## config.mk

```make
export PLATFORM = sky130hd
export DESIGN_NAME = fsfc_reply
export DESIGN_NICKNAME = d
export VERILOG_FILES = /design/src/sv/fsfc_pkg.sv /design/src/sv/fsfc_reply.sv
export SDC_FILE = /design/constraint.sdc
export NUM_CORES = 1
export LEC_CHECK = 0
export ABC_CLOCK_PERIOD_IN_PS = 1470
export BUFFER_PORTS_ARGS = -buffer_cell sky130_fd_sc_hd__buf_2
export CORE_MARGIN = 1
export CORE_UTILIZATION = 45
export CTS_CLUSTER_DIAMETER = 50
export CTS_CLUSTER_SIZE = 8
export DETAILED_ROUTE_END_ITERATION = 10
export PLACE_DENSITY = 0.79
export SLEW_MARGIN = 20
export SYNTH_ARGS = -nofsm -noshare
export SYNTH_HDL_FRONTEND = slang
export SYNTH_SLANG_ARGS = --single-unit
```

## constraint.sdc

```tcl
create_clock -name i_clk -period 1.47 [get_ports i_clk]
set_input_delay 0.0735 -clock i_clk [delete_from_list [all_inputs] [get_ports i_clk]]
set_output_delay 0.0735 -clock i_clk [all_outputs]
set_load 0.01 [all_outputs]
```

## src/sv/fsfc_pkg.sv

```systemverilog
// Shared types, constants and register codes of the framed state-feedback controller.
`default_nettype none

package fsfc_pkg;

    localparam int FRAME_LEN   = 16;
    localparam int STORE_DEPTH = 10;
    localparam int POS_W       = 4;
    localparam int BYTE_W      = 8;
    localparam int WORD_W      = 16;
    localparam int NUM_MEAS    = 4;
    localparam int NUM_GAINS   = 8;
    localparam int GAIN_W      = 24;
    localparam int PROD_W      = GAIN_W + WORD_W;
    localparam int ACC_W       = PROD_W + 2;
    localparam int Q_FRAC      = 16;

    localparam int ADDR_W      = 5;
    localparam int REG_IDX_W   = 3;
    localparam int DATA_W      = 32;

    localparam logic [WORD_W-1:0] FRAME_ID   = WORD_W'(109);
    localparam logic [BYTE_W-1:0] REPLY_FLAG = BYTE_W'(99);

    localparam logic signed [ACC_W-1:0] OFFSET_A_Q = ACC_W'(127) << Q_FRAC;
    localparam logic signed [ACC_W-1:0] OFFSET_B_Q = ACC_W'(125) << Q_FRAC;

    // Register indexes
    localparam int unsigned G_A_POS1    = 0;
    localparam int unsigned G_A_POS2    = 1;
    localparam int unsigned G_A_STRAIN1 = 2;
    localparam int unsigned G_A_STRAIN2 = 3;
    localparam int unsigned G_B_POS1    = 4;
    localparam int unsigned G_B_POS2    = 5;
    localparam int unsigned G_B_STRAIN1 = 6;
    localparam int unsigned G_B_STRAIN2 = 7;

    typedef logic [NUM_GAINS-1:0][GAIN_W-1:0] t_gain_arr;

    typedef struct packed {
        logic                             valid;
        logic                             id_ok;
        logic [NUM_MEAS-1:0][WORD_W-1:0]  meas;
    } t_frame;

    typedef struct packed {
        logic              valid;
        logic              id_ok;
        logic [BYTE_W-1:0] drive_a;
        logic [BYTE_W-1:0] drive_b;
    } t_drive_res;

    function automatic logic [GAIN_W-1:0] gain_reset(input int unsigned idx);
        logic [GAIN_W-1:0] v;
        case (idx)
            G_A_POS1:    v = GAIN_W'(-101680);
            G_A_STRAIN1: v = GAIN_W'(508);
            G_B_POS2:    v = GAIN_W'(-152520);
            G_B_STRAIN2: v = GAIN_W'(254);
            default:     v = '0;
        endcase
        return v;
    endfunction

endpackage

`default_nettype wire

```

## src/sv/fsfc_reply.sv

```systemverilog
// Reply sequencer: holds one frame's reply and feeds it through the output register.
`default_nettype none

module fsfc_reply (
    input  wire logic                         i_clk,
    input  wire logic                         i_rst_n,
    input  wire fsfc_pkg::t_drive_res         i_res,
    input  wire logic                         i_stall,
    output logic                              o_valid,
    output logic [fsfc_pkg::BYTE_W-1:0]       o_tx_byte,
    output logic                              o_last_of_reply,
    output logic                              o_frame_error,
    output logic                              o_busy
);
    import fsfc_pkg::*;

    typedef enum logic [3:0] {
        ST_IDLE  = 4'b0001,
        ST_LAST  = 4'b0010,
        ST_DRV_A = 4'b0100,
        ST_FLAG  = 4'b1000
    } t_reply_state;

    t_reply_state      r_state, n_state;
    logic              r_err;
    logic [BYTE_W-1:0] r_da, r_db;
    logic              r_out_valid;
    logic [BYTE_W-1:0] r_out_byte, n_out_byte;
    logic              r_out_last, r_out_err;
    logic              adv;

    assign adv = (r_state != ST_IDLE) && (!r_out_valid || !i_stall);

    always_comb begin
        n_out_byte = '0;
        n_state    = ST_IDLE;
        case (r_state)
            ST_FLAG: begin
                n_out_byte = REPLY_FLAG;
                n_state    = ST_DRV_A;
            end
            ST_DRV_A: begin
                n_out_byte = r_da;
                n_state    = ST_LAST;
            end
            ST_LAST: begin
                n_out_byte = r_err ? '0 : r_db;
                n_state    = ST_IDLE;
            end
            default: begin
                n_out_byte = '0;
                n_state    = ST_IDLE;
            end
        endcase
    end

    always_ff @(posedge i_clk) begin
        if (!i_rst_n) begin
            r_state     <= ST_IDLE;
            r_out_valid <= 1'b0;
        end else begin
            // A new reply must land only once the previous one has left the state machine; not enforced here.
            if (i_res.valid) begin
                r_state <= i_res.id_ok ? ST_FLAG : ST_LAST;
            end else if (adv) begin
                r_state <= n_state;
            end
            if (adv) begin
                r_out_valid <= 1'b1;
            end else if (!i_stall) begin
                r_out_valid <= 1'b0;
            end
        end
    end

    always_ff @(posedge i_clk) begin
        if (i_res.valid) begin
            r_err <= !i_res.id_ok;
            r_da  <= i_res.drive_a;
            r_db  <= i_res.drive_b;
        end
        if (adv) begin
            r_out_byte <= n_out_byte;
            r_out_last <= (r_state == ST_LAST);
            r_out_err  <= (r_state == ST_LAST) && r_err;
        end
    end

    assign o_valid         = r_out_valid;
    assign o_tx_byte       = r_out_byte;
    assign o_last_of_reply = r_out_last;
    assign o_frame_error   = r_out_err;
    assign o_busy          = (r_state != ST_IDLE);

endmodule

`default_nettype wire

```

==> metrics.txt, run 1 <==
Min-Delay Path Class primary input to flip-flop; vias per inst 5.11; HPWL Detailed 1.64 mm; post-synthesis cell type count 19; initial DRC count 21; DRT Wirelength 2.53 mm; initial antenna violation count 0; most instantiated cells after synthesis edfxtp_1 (27), dfxtp_1 (5), a221o_1 (4), a22o_1 (4), nand2_1 (4); r2r setup slk 0.05 ns; crit path buf inv count 0; IO Count 33; total gr overflow 0; Worst Tran Pin Value 0.335 ns; cell taking the most area after synthesis edfxtp_1; CTS Buffer Depth 2; DRT Pass-1 Iters 4; Avg WL per Cell 16.0 um; ANT nets after route 0; number of flops mapped to enable cells by yosys 27; Setup crit end kind flip-flop; CTS Sinks 32; Cell Area, Synth 1200 um^2; FF+latch count, synth 32; final hold vios 0; vias post-DR 807; arrival time of the worst setup path 1.51 ns; RSZ-0062 raised after global routing no; CP Launch Type flip-flop; clock buffer count from CTS 5; Syn Area/Cell 18.5 um^2; H-tree Lvls 2; CP max stage cell a221o_1; Root Buffer clkbuf_4; crit-path max FO 8; Die W 53.6 um; Synth Flop Type edfxtp_1; f_max 706 MHz; vias in the first global route 793; Util after Layout 0.677; GRT Total Usage 0.206; Total Negative Setup Slacks 0 ns; Worst path top cell family by delay simple AND/OR/NAND/NOR gates; CTS tree yes; peak supply drop 0.696 mV; most frequent cell after synthesis edfxtp_1; port bufs 32; core area 2500 um^2; Layout Skew 0.0122 ns; Tmin final 1.42 ns; CP peak stage delay 0.39 ns; Leakage 0.695 nW; share of layout cells above drive strength 1 0.406; Starting Density 0.480; FP Rows 18; Antenna Cells 0; crit path kind flip-flop to flip-flop; Post-Syn Instances 65; sequential element share of the synthesized area 0.759; status complete, no violations; area delta synth->final 41.0%; Ys Warns 0; largest net degree at the start of global routing 14; RePlAce Congestion 0.675; Nets 148; worst path required time 1.56 ns; DRC 0; first-pass GRT wire length 3.80 mm; Syn Nets 86; Pwr per Cell Area 1040 nW/um^2; async set or reset register ratio after synthesis 0; Cell Chain, Critical Path nor4b_4 -> and2b_1 -> a221o_1; final period utilization 0.964; clock latency on the worst-skew pair 0.33 ns; Post-CTS Setup Inserts 0; die area 2880 um^2; max_cap viols 0; post-synth top area share 0.676; Area contributors post-synth edfxtp_1 (68%), dfxtp_1 (8.3%), nor4b_4 (5.9%); Slew HR 0.776; register clock-pin slew on the reported worst setup and hold paths 0.09 ns; Die Y 53.6 um; Final setup viols 0; Final Max Slew Viols 0
kinds of logic after synthesis:
group           synth area share
buf+inv                   0.0188
compound gates            0.0959
simple gates               0.101
xor+xnor                 0.00730
mux                       0.0177
flops                      0.759
stage by stage:
step           hold slack (ns)  area, um^2  setup slack, ns  std cells  power (mW)
2_1_floorplan            0.172        1200           0.0457         65        1.16
3_3_place_gp             0.251        1460            0.117        133        1.26
3_5_place_dp             0.252        1460           0.0165        133        1.27
4_1_cts                 0.0212        1680           0.0292        158        1.75
5_1_grt                 0.0143        1690         0.000321        158        1.82
6_report                0.0174        1690           0.0532        158        1.76
final cells by class:
cell class,instances,area [um^2]
Sequential cell,32,913
Inverter,3,11.3
Fill cell,170,808
Tap cell,30,37.5
Timing Repair Buffer,56,395
Clock buffer,7,45.0
Multi-Input combinational cell,29,285
Clock inverter,1,3.75
state kept, by name (all words and copies together) (netlist names):
register,count
o_frame_error,1
o_last_of_reply,1
o_tx_byte,8
o_valid,1
r_da,8
r_db,8
r_err,1
r_state,4
where the power goes:
part	switching, mW	internal, mW	leakage [nW]	total [mW]
Combinational	0.0917	0.110	0.358	0.201
Sequential	0.0296	1.06	0.310	1.09
Clock	0.282	0.184	0.0269	0.466
Total	0.403	1.35	0.695	1.76
per-layer routing:
layer | wire length (um) | up-vias | track usage
met5 | 0 | - | 0
met4 | 57 | 0 | 0.105
met3 | 120 | 7 | 0.0763
met2 | 1310 | 21 | 0.329
met1 | 1040 | 396 | 0.243
li1 | - | 383 | -
cells in the final DEF, fill, tap and decap left out:
master / n
buf_2: 32
edfxtp_1: 27
dlygate4sd3_1: 17
buf_4: 6
clkbuf_4: 5
nor4b_4: 4
a221o_1: 4
a22o_1: 4
nand2_1: 4
inv_1: 3
a21boi_0: 3
dfxtp_1: 3
clkbuf_1: 2
dfxtp_2: 2
a21oi_2: 1
and2b_1: 1
and2_1: 1
xnor2_1: 1
o211ai_1: 1
mux2_2: 1
and3_1: 1
mux2i_1: 1
a21oi_1: 1
nand4_1: 1
clkinv_1: 1
buf_12: 1
path summary, 6_finish.rpt:
kind / from / endpoint / cells past startpoint
setup / recovery: r_state[1] / o_tx_byte[1] / 3
hold / removal: i_rst_n / r_state[3] / 2
setup reg to reg: r_state[1] / o_tx_byte[1] / 3
hold reg to reg: o_valid / r_state[3] / 2
timing repair:
action | in CTS | in global routing
hold buffers | 17 | 0
setup endpoints to repair | 11 | 4
endpoints found under the hold margin | 17 | 0
resized for setup | 1 | 3
Power figures use the tool's default switching activity.
==> inputs of run 2 (changes only) <==
Settings changed: ABC_AREA from default to 1.
==> run 2 against run 1 <==
Against the previous run: hold slack better by 0.13 ns; first-iteration DRC count increased by 48%; fmax increased by 18%; wire length down 14%; final cell count is 19% higher; critical path type is now flip-flop to output port; synthesized cell count up 52%; largest power group unchanged; worst setup slack better by 0.21 ns; die area up 1.9%.
==> metrics.txt, run 2 <==
initial antenna violation count 0; Worst Tran Pin Value 0.425 ns; number of flops mapped to enable cells by yosys 27; cell taking the most area after synthesis edfxtp_1; RSZ-0062 raised after global routing no; Nets 178; CP Launch Type flip-flop; DP Cell Count 162; f_max 831 MHz; post-route insts no fill 188; Slew HR 0.717; NetSw 0.455 mW; Hold Crit Depth 5; post-synthesis cell type count 15; Die Y 54.1 um; die area 2930 um^2; vias in the first global route 796; DRT Wirelength 2.17 mm; core area 2520 um^2; R2R cell count 3; post-synth top area share 0.663; FP Rows 18; WHS 0.145 ns; max_cap viols 0; Net Sw Frac 0.248; async set or reset register ratio after synthesis 0; Ys Warns 0; Setup crit end kind output port; post-CTS resize count 0; IO Count 33; CTS Sinks 32; Final setup viols 0; CTS tree yes; port bufs 32; fill cell count 195; HPWL Detailed 1.47 mm; commonest cells after routing, fill and taps aside buf_2 (32), nand2_1 (31), edfxtp_1 (27); register clock-pin slew on the reported worst setup and hold paths 0.10 ns; Final Max Slew Viols 0; DRT Pass-1 Iters 4; Util after Layout 0.658; ANT nets after route 0; Total Negative Setup Slacks 0 ns; clock latency on the worst-skew pair 0.32 ns; GRT Total Usage 0.179; Min-Delay Path Class primary input to flip-flop; Tmin final 1.20 ns; RePlAce Congestion 0.790; share of layout cells above drive strength 1 0.329; CTS Buffer Depth 2; vias post-DR 867; most frequent cell after synthesis nand2_1; r2r setup slk 0.31 ns; vias per inst 4.61; worst reg2reg path endpoint o_tx_byte[3]; Logic pwr share 0.138; initial DRC count 31; clock buffer count from CTS 5; Cell Area, Synth 1220 um^2; arrival time of the worst setup path 1.13 ns; Pint 1.38 mW; peak supply drop 0.808 mV; first-pass GRT wire length 3.42 mm; sequential element share of the synthesized area 0.744; worst path required time 1.40 ns; Leakage 0.737 nW; area delta synth->final 35.7%; Syn Area/Cell 12.4 um^2; DRC 0; Post-Syn Instances 99; final hold vios 0; hold path start i_stall; CTS Hold Buffers Added 18; WHS Endpoint o_valid; Area contributors post-synth edfxtp_1 (66%), nand2_1 (9.5%), dfxtp_1 (8.2%); Die W 54.1 um; Layout Skew 0.00668 ns; Post-CTS Setup Inserts 0; status complete, no violations; Clk pwr share 0.250; final period utilization 0.819; Starting Density 0.485; total gr overflow 0; crit path kind flip-flop to output port; Antenna Cells 0; r2r startpoint r_state[1]; most common cell after layout, fill and taps aside buf_2; largest net degree at the start of global routing 22; sequential share of power 0.612; crit-path max FO 4; Root Buffer clkbuf_4; Syn Nets 120; Avg WL per Cell 11.5 um; H-tree Lvls 2; Pwr per Cell Area 1100 nW/um^2; most instantiated cells after synthesis nand2_1 (31), edfxtp_1 (27), inv_1 (9); FF+latch count, synth 32; Synth Flop Type edfxtp_1
==> run 2: power by group through the flow <==
stage / combinational, mW / clock, mW / sequential [mW]
2_1_floorplan: 0.0867 / 0 / 1.16
3_3_place_gp: 0.210 / 0 / 1.14
3_5_place_dp: 0.218 / 0 / 1.14
4_1_cts: 0.255 / 0.476 / 1.12
5_1_grt: 0.285 / 0.512 / 1.13
6_report: 0.253 / 0.457 / 1.12
==> run 2: how the worst max path moves through the flow <==
stage | start | to | slack [ns] | depth (start not counted)
6_report | r_state[0] | o_busy | 0.27 | 4
3_3_place_gp | r_state[1] | o_tx_byte[5] | 0.38 | 3
3_5_place_dp | r_state[1] | o_tx_byte[0] | 0.32 | 3
2_1_floorplan | r_state[1] | o_frame_error | 0.23 | 2
4_1_cts | r_state[1] | o_busy | 0.26 | 3
5_1_grt | r_state[0] | o_busy | 0.15 | 4
==> run 2: through the flow <==
step | area (um^2) | setup WS [ns] | power (mW)
floorplan | 1220 | 0.227 | 1.25
global placement | 1430 | 0.379 | 1.35
detailed placement | 1430 | 0.323 | 1.36
CTS | 1660 | 0.257 | 1.85
global route | 1660 | 0.145 | 1.93
finish | 1660 | 0.267 | 1.83
==> run 2: cell type report <==
cell class,count,area (um^2),share of cell area
inverters,12,45.0,0.0271
well taps,30,37.5,0.0226
multi-input cells,55,268,0.161
flip-flops and latches,32,911,0.549
clock buffers,5,37.5,0.0226
repair buffers,51,348,0.209
clock inverters,3,13.8,0.00829
==> run 2: cells by family (layout without fill, tap and decap cells) <==
family	after synthesis	after routing	synth area share
flip-flops	32	32	0.744
AND/OR/NAND/NOR	50	50	0.195
buffers and inverters	12	71	0.0368
AO/OA/AOI/OAI	5	5	0.0235
==> run 2: routing by layer <==
| metal | GRT usage | up-vias | part of all wire |
|---|---|---|---|
| li1 | - | 448 | - |
| met1 | 0.204 | 384 | 0.41 |
| met2 | 0.289 | 31 | 0.51 |
| met3 | 0.0791 | 4 | 0.065 |
| met4 | 0.0769 | 0 | 0.012 |
| met5 | 0 | - | 0 |
==> run 2: critical path, stage by stage, from the launching register on <==
cell     delay, ns
dfxtp_1       0.36
inv_2         0.07
nor2_2        0.14
nand2_1       0.10
buf_2         0.15
