<file path="src/sv/fsfc_pkg.sv">
// Shared types, constants and register codes of the framed state-feedback controller.
`default_nettype none

package fsfc_pkg;

    localparam int FRAME_LEN   = 16;
    localparam int STORE_DEPTH = 10;
    localparam int POS_W       = 4;
    localparam int BYTE_W      = 8;
    localparam int WORD_W      = 16;
    localparam int NUM_MEAS    = 4;
    localparam int NUM_GAINS   = 8;
    localparam int GAIN_W      = 24;
    localparam int PROD_W      = GAIN_W + WORD_W;
    localparam int ACC_W       = PROD_W + 2;
    localparam int Q_FRAC      = 16;

    localparam int ADDR_W      = 5;
    localparam int REG_IDX_W   = 3;
    localparam int DATA_W      = 32;

    localparam logic [WORD_W-1:0] FRAME_ID   = WORD_W'(109);
    localparam logic [BYTE_W-1:0] REPLY_FLAG = BYTE_W'(99);

    localparam logic signed [ACC_W-1:0] OFFSET_A_Q = ACC_W'(127) << Q_FRAC;
    localparam logic signed [ACC_W-1:0] OFFSET_B_Q = ACC_W'(125) << Q_FRAC;

    // Register indexes
    localparam int unsigned G_A_POS1    = 0;
    localparam int unsigned G_A_POS2    = 1;
    localparam int unsigned G_A_STRAIN1 = 2;
    localparam int unsigned G_A_STRAIN2 = 3;
    localparam int unsigned G_B_POS1    = 4;
    localparam int unsigned G_B_POS2    = 5;
    localparam int unsigned G_B_STRAIN1 = 6;
    localparam int unsigned G_B_STRAIN2 = 7;

    typedef logic [NUM_GAINS-1:0][GAIN_W-1:0] t_gain_arr;

    typedef struct packed {
        logic                             valid;
        logic                             id_ok;
        logic [NUM_MEAS-1:0][WORD_W-1:0]  meas;
    } t_frame;

    typedef struct packed {
        logic              valid;
        logic              id_ok;
        logic [BYTE_W-1:0] drive_a;
        logic [BYTE_W-1:0] drive_b;
    } t_drive_res;

    function automatic logic [GAIN_W-1:0] gain_reset(input int unsigned idx);
        logic [GAIN_W-1:0] v;
        case (idx)
            G_A_POS1:    v = GAIN_W'(-101680);
            G_A_STRAIN1: v = GAIN_W'(508);
            G_B_POS2:    v = GAIN_W'(-152520);
            G_B_STRAIN2: v = GAIN_W'(254);
            default:     v = '0;
        endcase
        return v;
    endfunction

endpackage

`default_nettype wire

</file>
<file path="src/sv/fsfc_framer.sv">
// Byte collector: frame position, byte store and measurement snapshot on frame end.
`default_nettype none

module fsfc_framer (
    input  wire logic                         i_clk,
    input  wire logic                         i_rst_n,
    input  wire logic                         i_accept,
    input  wire logic [fsfc_pkg::BYTE_W-1:0]  i_rx_byte,
    output fsfc_pkg::t_frame                  o_frame,
    output logic                              o_frame_end
);
    import fsfc_pkg::*;

    localparam logic [POS_W-1:0] LAST_POS = POS_W'(FRAME_LEN - 1);

    logic [POS_W-1:0]                     r_pos, n_pos;
    logic [STORE_DEPTH-1:0][BYTE_W-1:0]   r_store, n_store;
    logic                                 r_valid, n_valid;
    logic                                 r_id_ok, n_id_ok;
    logic [NUM_MEAS-1:0][WORD_W-1:0]      r_meas, n_meas;

    assign o_frame_end = (r_pos == LAST_POS);

    always_comb begin
        n_store = r_store;
        n_pos   = r_pos;
        // The current byte is visible to the snapshot taken at this edge
        if (i_accept && (r_pos < POS_W'(STORE_DEPTH))) begin
            n_store[r_pos] = i_rx_byte;
        end
        if (i_accept) begin
            n_pos = o_frame_end ? '0 : r_pos + 1'b1;
        end
        n_valid = i_accept && o_frame_end;
        n_id_ok = ({n_store[1], n_store[0]} == FRAME_ID);
        for (int k = 0; k < NUM_MEAS; k++) begin
            n_meas[k] = {n_store[2*k+3], n_store[2*k+2]};
        end
    end

    always_ff @(posedge i_clk) begin
        if (!i_rst_n) begin
            r_pos   <= '0;
            r_valid <= 1'b0;
        end else begin
            r_pos   <= n_pos;
            r_valid <= n_valid;
        end
    end

    always_ff @(posedge i_clk) begin
        r_store <= n_store;
        r_id_ok <= n_id_ok;
        r_meas  <= n_meas;
    end

    assign o_frame = '{valid: r_valid, id_ok: r_id_ok, meas: r_meas};

endmodule

`default_nettype wire

</file>
<file path="config.mk">
export PLATFORM = sky130hd
export DESIGN_NAME = fsfc_framer
export DESIGN_NICKNAME = d
export VERILOG_FILES = /design/src/sv/fsfc_pkg.sv /design/src/sv/fsfc_framer.sv
export SDC_FILE = /design/constraint.sdc
export NUM_CORES = 1
export LEC_CHECK = 0
export BUFFER_PORTS_ARGS = -buffer_cell sky130_fd_sc_hd__clkbuf_2
export CAP_MARGIN = 0
export CORE_MARGIN = 5
export CORE_UTILIZATION = 30
export CTS_BUF_LIST = sky130_fd_sc_hd__clkbuf_8
export DETAILED_ROUTE_END_ITERATION = 16
export GPL_ROUTABILITY_DRIVEN = 1
export PLACE_DENSITY = 0.47
export REMOVE_ABC_BUFFERS = 1
export SLEW_MARGIN = 5
export SYNTH_ARGS = -nofsm -noshare
export SYNTH_HDL_FRONTEND = slang
export SYNTH_SLANG_ARGS = --single-unit
</file>
<file path="constraint.sdc">
create_clock -name i_clk -period 1.9 [get_ports i_clk]
set_clock_uncertainty 0.05 [all_clocks]
set_input_delay 0.095 -clock i_clk [delete_from_list [all_inputs] [get_ports i_clk]]
set_output_delay 0.095 -clock i_clk [all_outputs]
set_load 0.1 [all_outputs]
</file>
==> key figures, run 1 <==
Global route
  – Initial antenna violation count: 0
  – First-pass GRT wire length: 11700 um
  – Vias in the first global route: 2012
  – Grt total ovfl: 0
  – Pin count of the biggest net entering global routing: 15
  – GR Util All Layers: 0.109

STA
  – Post-layout min period: 1.77 ns
  – Fmax: 566 MHz
  – Setup Viol. Count Final: 0
  – Max_slew headroom: 0.628
  – Final worst path period share: 0.929
  – Worst slew pin tran: 0.560 ns
  – Pins Over Slew Limit: 0
  – Final number of hold-violating endpoints: 0

Floorplan
  – Die X: 121 um
  – # rows: 40
  – Core area: 0.0120 mm^2
  – Starting Density: 0.306
  – I/O pins: 78
  – Die H: 121 um
  – Die area: 0.0145 mm^2

Worst setup path
  – Critical path arrival: 1.62 ns
  – R2r startpoint: r_pos[2]
  – CP top delay family: buffers and inverters
  – Worst Setup End Kind: primary output
  – CP peak stage delay: 0.33 ns
  – Worst R2R End: o_frame[31]
  – FF-to-FF setup slack: 0.18 ns
  – Critical path class: flip-flop to primary output
  – Crit path max fanout: 6
  – Bufs and invs on worst path: 2
  – Worst r2r path cells: 4
  – Startpoint Class: flip-flop
  – Crit path required time: 1.75 ns
  – Worst path cell trace: buf_4 -> ha_1 -> and3_1 -> buf_12
  – Slowest cell on crit path: dfxtp_1

Clock network
  – # clock sinks: 86
  – CTS HTree Levels: 3
  – Clock root cell: clkbuf_8
  – Total CTS buffers: 9
  – CTS clk-pin slew, worst paths: 0.09 ns
  – CTS Buffer Depth: 2
  – Setup Fix Bufs, Post-CTS: 0
  – TritonCTS clock tree: yes
  – Skew-Pair Late Insertion Delay: 0.36 ns

Drt
  – DR WL/cell: 17.3 um
  – Antenna Nets Post-Route: 0
  – Iter 0 DRT Violations: 165
  – WL final: 7560 um
  – Via-to-Cell Ratio: 4.42
  – DRC: 0
  – First-pass DRT Iterations: 4
  – Vias: 1931

Power and ir drop
  – Worst vdd ir: 0.000349 V
  – Combinational power share: 0.070
  – Psw: 0.845 mW
  – Sw Share: 0.215
  – Seq pwr share: 0.544
  – Clock share of power: 0.386
  – Internal Power: 3.09 mW
  – Pleak: 1.68 nW
  – Total power: 3.94 mW
  – PD cells: 978 mW/mm^2

Logic synthesis
  – Sequential share of the synthesized area: 0.644
  – Ys Warns: 0
  – Cell taking the most area after synthesis: edfxtp_1
  – Cell Area, Synth: 0.00367 mm^2
  – Seq cells post-synth: 86
  – Synth Instances: 262
  – Mean post-synth cell area: 14.0 um^2
  – Synth top area share: 0.524
  – Netlist cell types: 30
  – Largest cells by area after synthesis: edfxtp_1, buf_4, dfxtp_1, and3_1, mux2_2

Layout
  – Footprint of the multi-input gates: 756 um^2
  – Share of layout cells above drive strength 1: 0.417
  – Final nets: 300
  – Seq. cell area: 0.00236 mm^2
  – Layout area overhead: 9.82%
  – Final cell count without fillers: 437
  – Fill cell count: 1197
  – # diodes: 0

Place
  – Gpl congestion: 0.737
  – Placed insts: 420
  – DP Wirelength: 5220 um
  – I/O Buffers: 77

Min path
  – Min-Delay Path Class: input port to flip-flop
  – Worst hold start: i_accept
  – Hold path cells: 2
  – Worst hold path endpoint: r_valid

Job
  – MaxCap Viol Count: 0

Run status
  – Status: finished, final reports clean
==> kinds of logic after synthesis <==
kind of cell             after synthesis  share of synthesized area
AND/OR/NAND/NOR                       67                      0.119
buffers and inverters                 78                      0.151
flip-flops                            86                      0.644
adder cells (fa/ha/maj)                4                     0.0136
AO/OA/AOI/OAI                          7                     0.0133
XOR/XNOR                               1                    0.00239
multiplexers                          19                     0.0573
==> worst register-to-register path, stage by stage (launching register included) <==
cell and delay [ns]:
dfxtp_1 0.53, nand2_1 0.14, nor2_1 0.12, buf_4 0.17, and2_1 0.38
==> flip-flops by register name, summed over array words and instances (netlist names) <==
register,flops
o_frame,34
r_id_ok,1
r_pos,4
r_store,46
r_valid,1
==> power groups by stage <==
stage | clock (mW) | combinational [mW] | sequential [mW]
3_3_place_gp | 0 | 0.277 | 2.19
4_1_cts | 1.57 | 0.283 | 2.14
5_1_grt | 1.65 | 0.309 | 2.16
2_1_floorplan | 0 | 0.150 | 2.20
3_5_place_dp | 0 | 0.281 | 2.19
6_report | 1.52 | 0.277 | 2.14
==> routing by layer <==
layer	wire length, um	part of all wire	up-vias	global-route usage
met5	0	0	-	0
met4	95	0.013	0	0.0382
met3	422	0.056	10	0.0407
li1	-	-	917	-
met1	3390	0.45	958	0.135
met2	3650	0.48	46	0.174
==> cells in the mapped netlist <==
library cell	number
nor2b_1	2
nor3b_2	1
nor4_1	3
and2_1	10
buf_6	1
inv_1	2
ha_1	4
mux2_2	16
nand3_1	1
and3_1	36
nand4b_1	1
buf_4	67
clkbuf_1	7
nand4_1	1
nor4bb_1	1
nand2_1	4
nor2_1	3
nor3_1	1
o21ai_0	2
o2111a_1	1
dfxtp_1	22
and4bb_2	1
a21oi_1	2
or3_1	1
mux2i_1	3
xnor2_1	1
o41ai_1	2
nor4bb_4	1
edfxtp_1	64
buf_2	1
==> timing repair <==
action,CTS,global route
hold buffers,1,0
setup endpoints to repair,0,7
resized for setup,0,1
endpoints found under the hold margin,5,0
==> stage by stage <==
| stage | setup TNS, ns | hold slack [ns] | setup slack [ns] | util | cell area, um^2 |
|---|---|---|---|---|---|
| after global routing | -0.00150 | 0.0873 | -0.000770 | 0.336 | 4030 |
| after floorplan | -0.0775 | 0.144 | -0.0775 | - | 3120 |
| final | 0 | 0.0867 | 0.134 | 0.336 | 4030 |
| after global placement | 0 | 0.346 | 0.219 | 0.315 | 3780 |
| after detailed placement | 0 | 0.344 | 0.194 | 0.315 | 3780 |
| after CTS | 0 | 0.0683 | 0.0906 | 0.335 | 4030 |
==> cells in the final DEF, fill, tap and decap left out, types with 3 or more instances in the layout <==
master,count
and2_1,9
bufinv_16,3
edfxtp_1,64
clkbuf_8,9
dfxtp_1,22
and3_1,36
clkbuf_2,76
mux2_2,16
nand2_1,4
buf_4,10
mux2i_1,3
nor2_1,3
ha_1,4
nor4_1,3
==> worst max-delay path by stage <==
| stage | start | to | slack [ns] | depth (start not counted) |
|---|---|---|---|---|
| 6_report | r_pos[1] | o_frame_end | 0.13 | 4 |
| 4_1_cts | r_pos[1] | o_frame_end | 0.09 | 4 |
| 5_1_grt | r_pos[3] | r_store[67] | -0.0008 | 3 |
| 2_1_floorplan | r_pos[0] | r_pos[0] | -0.08 | 5 |
| 3_5_place_dp | r_pos[2] | r_store[45] | 0.19 | 4 |
| 3_3_place_gp | r_pos[0] | r_id_ok | 0.22 | 6 |
==> area by class of cell <==
type                    count  share of cell area
flip-flops and latches     86               0.586
clock inverters             7              0.0276
inverters                   2             0.00186
multi-input cells          98               0.188
clock buffers               9              0.0307
well taps                 147              0.0456
repair buffers             88               0.120
No activity file was read; power rests on OpenSTA's default activity.
==> inputs of run 2 (changes only) <==
Settings changed: ABC_AREA set to 1.
==> run 2 against run 1 <==
Setup slack improved by 0.095 ns. Cell count rose by 20%. Maximum frequency up 5.7%. Design area increased by 0.53%. Global-route usage decreased by 0.28 points. Routed wire length decreased by 4.2%.
==> key figures, run 2 <==
Layout
  – Number of flip-flops under the largest register name: 46 (unchanged)
  – Final Util: 0.337 (+0.00177)
  – Most frequent cells in the layout: clkbuf_2, edfxtp_1, nand2_1
  – Most flops, register: r_store
  – Commonest non-fill, non-tap cell in the layout: clkbuf_2
  – Final cell count without fillers: 524 (+20%)
  – Share of layout cells above drive strength 1: 0.284 (-0.133)
  – Post-Layout Inst Area: 0.00405 mm^2 (+0.53%)
  – # diodes: 0 (unchanged)
  – Final nets: 387 (+29%)
  – Layout area overhead: 10.4%

Place
  – DP Wirelength: 5410 um (+3.5%)
  – Gpl congestion: 0.778 (+5.5%)
  – Placed instance area: 0.00380 mm^2 (+0.46%)
  – Setup WS pre-CTS: 0.231 ns (+0.0366 ns)
  – I/O Buffers: 77 (unchanged)
  – Placed insts: 502 (+20%)

STA
  – Pins Over Slew Limit: 0 (unchanged)
  – Setup Total Neg Slack: 0 ns (unchanged)
  – Setup ws final: 0.230 ns (+0.0952 ns)
  – Final worst path period share: 0.879 (-0.0501)
  – Worst slew pin tran: 0.558 ns (-0.00231 ns)
  – RSZ-0062 raised after global routing: false
  – Final number of hold-violating endpoints: 0 (unchanged)
  – Hold_ws: 0.0292 ns (-0.0575 ns)
  – Fmax: 599 MHz (+5.7%)
  – Setup Viol. Count Final: 0 (unchanged)
  – Max_slew headroom: 0.630 (+0.00153)
  – Post-layout min period: 1.67 ns (-0.0952 ns)

Power and ir drop
  – Pleak: 1.74 nW (+3.4%)
  – Sw Share: 0.245 (+0.0308)
  – Psw: 0.909 mW (+7.5%)
  – Clock share of power: 0.332 (-0.054)
  – Seq pwr share: 0.573 (+0.029)
  – Total power: 3.70 mW (-6.0%)
  – Combinational power share: 0.095 (+0.025)
  – PD cells: 914 mW/mm^2 (-6.5%)
  – Internal Power: 2.80 mW (-9.7%)
  – Worst vdd ir: 0.000384 V (+10%)

Floorplan
  – Die area: 0.0145 mm^2 (about the same)
  – Die X: 121 um (about the same)
  – I/O pins: 78 (unchanged)
  – Core area: 0.0120 mm^2 (unchanged)
  – # rows: 40 (unchanged)
  – Starting Density: 0.305 (about the same)
  – Die H: 121 um (about the same)

Worst setup path
  – Crit path max fanout: 7 (+1)
  – Slowest cell on crit path: dfxtp_1
  – CP top delay family: simple AND/OR/NAND/NOR gates
  – Critical path arrival: 1.91 ns (+0.29 ns)
  – Bufs and invs on worst path: 2 (unchanged)
  – Critical path class: flip-flop to flip-flop
  – Most used cell, CP: nand2_1
  – Worst Setup End Kind: flip-flop
  – CP peak stage delay: 0.45 ns (+0.12 ns)
  – Worst path cell trace: inv_1 -> ha_1 -> nand4_1 -> buf_4 -> nand2_1 -> nand2_1 -> nand2_1 -> nor2_1 -> nand2_1 -> nor2_1
  – Crit path required time: 2.14 ns (+0.39 ns)
  – FF-to-FF setup slack: 0.23 ns (+0.05 ns)
  – Startpoint Class: flip-flop

Clock network
  – Total CTS buffers: 9 (unchanged)
  – # clock sinks: 86 (unchanged)
  – TritonCTS clock tree: yes
  – CTS HTree Levels: 3 (unchanged)
  – Skew-Pair Late Insertion Delay: 0.35 ns (about the same)
  – Setup Fix Bufs, Post-CTS: 0 (unchanged)
  – CTS Buffer Depth: 2 (unchanged)
  – Clock root cell: clkbuf_8
  – CTS clk-pin slew, worst paths: 0.09 ns (about the same)

Logic synthesis
  – Seq cells post-synth: 86 (unchanged)
  – Most numerous cell in the Yosys netlist: buf_4
  – Sequential share of the synthesized area: 0.644 (about the same)
  – Synth top area share: 0.524 (about the same)
  – Cell taking the most area after synthesis: edfxtp_1
  – Dominant synthesized flop cell: edfxtp_1
  – Ys Warns: 0 (unchanged)
  – Ys async rst share: 0 (unchanged)
  – Cell Area, Synth: 0.00367 mm^2 (about the same)
  – Synth Instances: 336 (+28%)
  – EDFF count, synth: 64 (unchanged)
  – Largest cells by area after synthesis: edfxtp_1, buf_4, dfxtp_1, nand2_1, nor2_1
  – Netlist cell types: 21 (-30%)
  – Post-synth top cells: buf_4, edfxtp_1, nand2_1
  – Mean post-synth cell area: 10.9 um^2 (-22%)

Drt
  – DRC: 0 (unchanged)
  – First-pass DRT Iterations: 4 (unchanged)
  – WL final: 7250 um (-4.2%)
  – Iter 0 DRT Violations: 150 (-9.1%)
  – Antenna Nets Post-Route: 0 (unchanged)
  – Via-to-Cell Ratio: 4.13 (-6.6%)
  – DR WL/cell: 13.8 um (-20%)
  – Vias: 2162 (+12%)

Global route
  – Routing usage on met3: 0.0426 (+0.00187)
  – Grt met1 use: 0.129 (-0.00592)
  – Vias in the first global route: 2186 (+8.6%)
  – Pin count of the biggest net entering global routing: 15 (unchanged)
  – Grt total ovfl: 0 (unchanged)
  – First-pass GRT wire length: 11700 um (-0.70%)
  – Met2 Track Usage GR: 0.174 (unchanged)
  – GR Util All Layers: 0.106 (-0.00282)
  – Initial antenna violation count: 0 (unchanged)
  – Gr busiest metal: met2

Run status
  – Status: finished, final reports clean

Min path
  – Min-Delay Path Class: input port to flip-flop

Job
  – MaxCap Viol Count: 0 (unchanged)
-- run 2: changes by cell type after synthesis, moves of 3 or more --
cell      before  now
mux2_2        16    0
o21ai_0        2    6
mux2i_1        3    0
clkbuf_1       7    0
and3_1        36    0
inv_1          2   44
nand3_1        1   16
nor2_1         3   45
a21oi_1        2    5
and2_1        10    0
nand2_1        4   47
-- run 2: cells by family (layout without fill, tap and decap cells) --
logic type	Yosys count	after routing	share of synthesized area
simple gates	118	118	0.133
buf+inv	115	156	0.188
compound gates	13	13	0.0208
flops	86	86	0.644
fa+ha+maj	4	4	0.0136
-- run 2: worst paths after layout --
check	depth (start not counted)	end	start
worst max-delay path	10	r_id_ok	r_pos[1]
worst min-delay path	1	r_store[45]	i_rx_byte[5]
worst max register to register	10	r_id_ok	r_pos[1]
worst min register to register	2	r_store[6]	r_store[6]
-- run 2: final cells by class --
class,count,area (um^2)
Inverter,47,176
Fill cell,1204,7960
Tap cell,147,184
Timing Repair Buffer,93,523
Clock buffer,9,124
Multi-Input combinational cell,135,616
Clock inverter,7,66.3
Sequential cell,86,2360
-- run 2: metal layers --
metal,up-vias,wire [um]
li1,1081,-
met1,1006,3170
met2,66,3460
met3,9,519
met4,0,95
met5,-,0
-- run 2: power by group through the flow --
stage | logic (mW) | registers (mW) | clock network (mW)
2_1_floorplan | 0.192 | 2.22 | 0
6_report | 0.352 | 2.12 | 1.23
3_5_place_dp | 0.348 | 2.17 | 0
4_1_cts | 0.357 | 2.12 | 1.27
3_3_place_gp | 0.343 | 2.17 | 0
5_1_grt | 0.409 | 2.13 | 1.36
-- run 2: worst register-to-register path: cells and delay by family (launching register included) --
kind          cells  cell delay [ns]
buf+inv           2             0.30
fa+ha+maj         1             0.20
flops             1             0.45
simple gates      7             0.60
-- run 2: timing repair --
action	4_1_cts	5_1_grt
endpoints found under the hold margin	21	3
gates resized for setup	0	0
setup endpoints to repair	0	0
hold buffers	5	1
==> inputs of run 3 (changes only) <==
Settings changed: ABC_AREA 1 to not set, MAX_ROUTING_LAYER set to met4.
==> run 3 against run 2 <==
Critical path depth down 6. Cell count down 17%. Flip-flop and latch count unchanged. Sequential power about the same. Design area down 0.49%.
==> key figures, run 3 (synthesis results as in run 1) <==
Run status
  – Status: finished, final reports clean

Job
  – MaxCap Viol Count: 0 (unchanged)

STA
  – Hold_ws: 0.0881 ns (+0.0588 ns)
  – Final number of hold-violating endpoints: 0 (unchanged)
  – Final worst path period share: 0.925 (+0.0460)
  – Pins Over Slew Limit: 0 (unchanged)
  – Setup Viol. Count Final: 0 (unchanged)
  – Setup Total Neg Slack: 0 ns (unchanged)
  – Setup ws final: 0.142 ns (-0.0873 ns)
  – Post-layout min period: 1.76 ns (+0.0873 ns)
  – Worst slew pin tran: 0.560 ns (+0.00229 ns)
  – Fmax: 569 MHz (-5.0%)
  – Max_slew headroom: 0.628 (-0.00152)

Drt
  – Iter 0 DRT Violations: 152 (+1.3%)
  – WL final: 7530 um (+3.8%)
  – DR WL/cell: 17.2 um (+25%)
  – First-pass DRT Iterations: 4 (unchanged)
  – Antenna Nets Post-Route: 0 (unchanged)
  – Via-to-Cell Ratio: 4.45 (+7.8%)
  – DRC: 0 (unchanged)
  – Vias: 1943 (-10%)

Layout
  – Layout area overhead: 9.85%
  – Final nets: 300 (-22%)
  – # diodes: 0 (unchanged)
  – Most frequent cells in the layout: clkbuf_2, edfxtp_1, and3_1
  – Number of flip-flops under the largest register name: 46 (unchanged)
  – Share of layout cells above drive strength 1: 0.421 (+0.137)
  – Commonest non-fill, non-tap cell in the layout: clkbuf_2
  – Most flops, register: r_store
  – Final Util: 0.336 (-0.00167)

Worst setup path
  – Worst Setup End Kind: primary output
  – Startpoint Class: flip-flop
  – CP Launch Point: r_pos[1]
  – Cell depth of the worst setup path: 4 (-6)
  – R2r startpoint: r_pos[3]
  – Crit path max fanout: 6 (-1)
  – Slowest cell on crit path: dfxtp_1
  – FF-to-FF setup slack: 0.20 ns (-0.03 ns)
  – Worst path cell trace: buf_4 -> ha_1 -> and3_1 -> buf_12
  – Worst r2r path cells: 3 (-7)
  – Crit path required time: 1.75 ns (-0.39 ns)
  – CP peak stage delay: 0.33 ns (-0.12 ns)
  – Bufs and invs on worst path: 2 (unchanged)
  – Critical path arrival: 1.61 ns (-0.30 ns)
  – Critical path class: flip-flop to primary output
  – CP top delay family: buffers and inverters

Floorplan
  – # rows: 40 (unchanged)
  – Die area: 0.0145 mm^2 (about the same)
  – Starting Density: 0.306 (about the same)
  – I/O pins: 78 (unchanged)
  – Core area: 0.0120 mm^2 (unchanged)
  – Die X: 121 um (about the same)
  – Die H: 121 um (about the same)

Place
  – DP Wirelength: 5220 um (-3.4%)
  – Gpl congestion: 0.746 (-4.1%)
  – I/O Buffers: 77 (unchanged)
  – Setup WS pre-CTS: 0.194 ns (-0.0366 ns)

Min path
  – Worst hold start: i_accept
  – Hold path cells: 2 (+1)
  – Min-Delay Path Class: input port to flip-flop

Power and ir drop
  – PD cells: 976 mW/mm^2 (+6.7%)
  – Worst vdd ir: 0.000347 V (-9.8%)
  – Pleak: 1.68 nW (-3.2%)

Clock network
  – Skew-Pair Late Insertion Delay: 0.36 ns (about the same)
  – Clock root cell: clkbuf_8
  – Total CTS buffers: 9 (unchanged)
  – TritonCTS clock tree: yes
  – # clock sinks: 86 (unchanged)
  – CTS Buffer Depth: 2 (unchanged)
  – CTS clk-pin slew, worst paths: 0.09 ns (about the same)
  – CTS HTree Levels: 3 (unchanged)

Global route
  – Initial antenna violation count: 0 (unchanged)
  – First-pass GRT wire length: 11700 um (+0.65%)
  – Grt total ovfl: 0 (unchanged)
  – Pin count of the biggest net entering global routing: 15 (unchanged)
  – GR Util All Layers: 0.112 (+0.00585)
  – Vias in the first global route: 2010 (-8.1%)
## run 3: cell types whose count changed in the layout (fill, tap and decap cells not counted), moves of 3 or more
cell           before  now
a21oi_1             5    2
and2_1              0    8
and3_1              0   36
nand3_1            16    1
inv_1              45    2
mux2_2              0   16
nor2_1             45    3
dlygate4sd3_1       6    1
nand2_1            47    4
mux2i_1             0    3
o21ai_0             6    2
## run 3: layer usage
layer | global-route usage | vias up | share of wire
li1 | - | 921 | -
met5 | - | - | 0
met4 | 0.0404 | 0 | 0.014
met2 | 0.173 | 53 | 0.48
met3 | 0.0374 | 10 | 0.054
met1 | 0.137 | 959 | 0.45
## run 3: power by group
part / leakage (nW) / switching, mW / internal (mW)
clock network: 0.119 / 0.648 / 0.867
logic: 0.798 / 0.147 / 0.129
registers: 0.765 / 0.0447 / 2.10
total: 1.68 / 0.840 / 3.09
## run 3: final cells by class
type                    instances  area, um^2
well taps                     147         184
clock buffers                   9         124
repair buffers                 88         485
inverters                       2        7.51
clock inverters                 7         111
flip-flops and latches         86        2360
fillers                      1199        7980
multi-input cells              98         757
## run 3: stage by stage
step                power (mW)  instance area (um^2)  cells
CTS                       3.99                  4030    437
finish                    3.93                  4030    437
detailed placement        2.47                  3780    420
global route              4.11                  4030    437
floorplan                 2.35                  3120    186
global placement          2.46                  3780    420
## run 3: worst paths after layout
kind                      end
hold / removal        r_valid
setup reg to reg  r_store[67]
setup / recovery  o_frame_end
hold reg to reg    r_store[0]
## run 3: repair_timing
action,4_1_cts,5_1_grt
gates resized for setup,0,2
endpoints found under the setup margin,0,9
hold endpoints to repair,5,0
buffers inserted,0,0
hold buffers,1,0
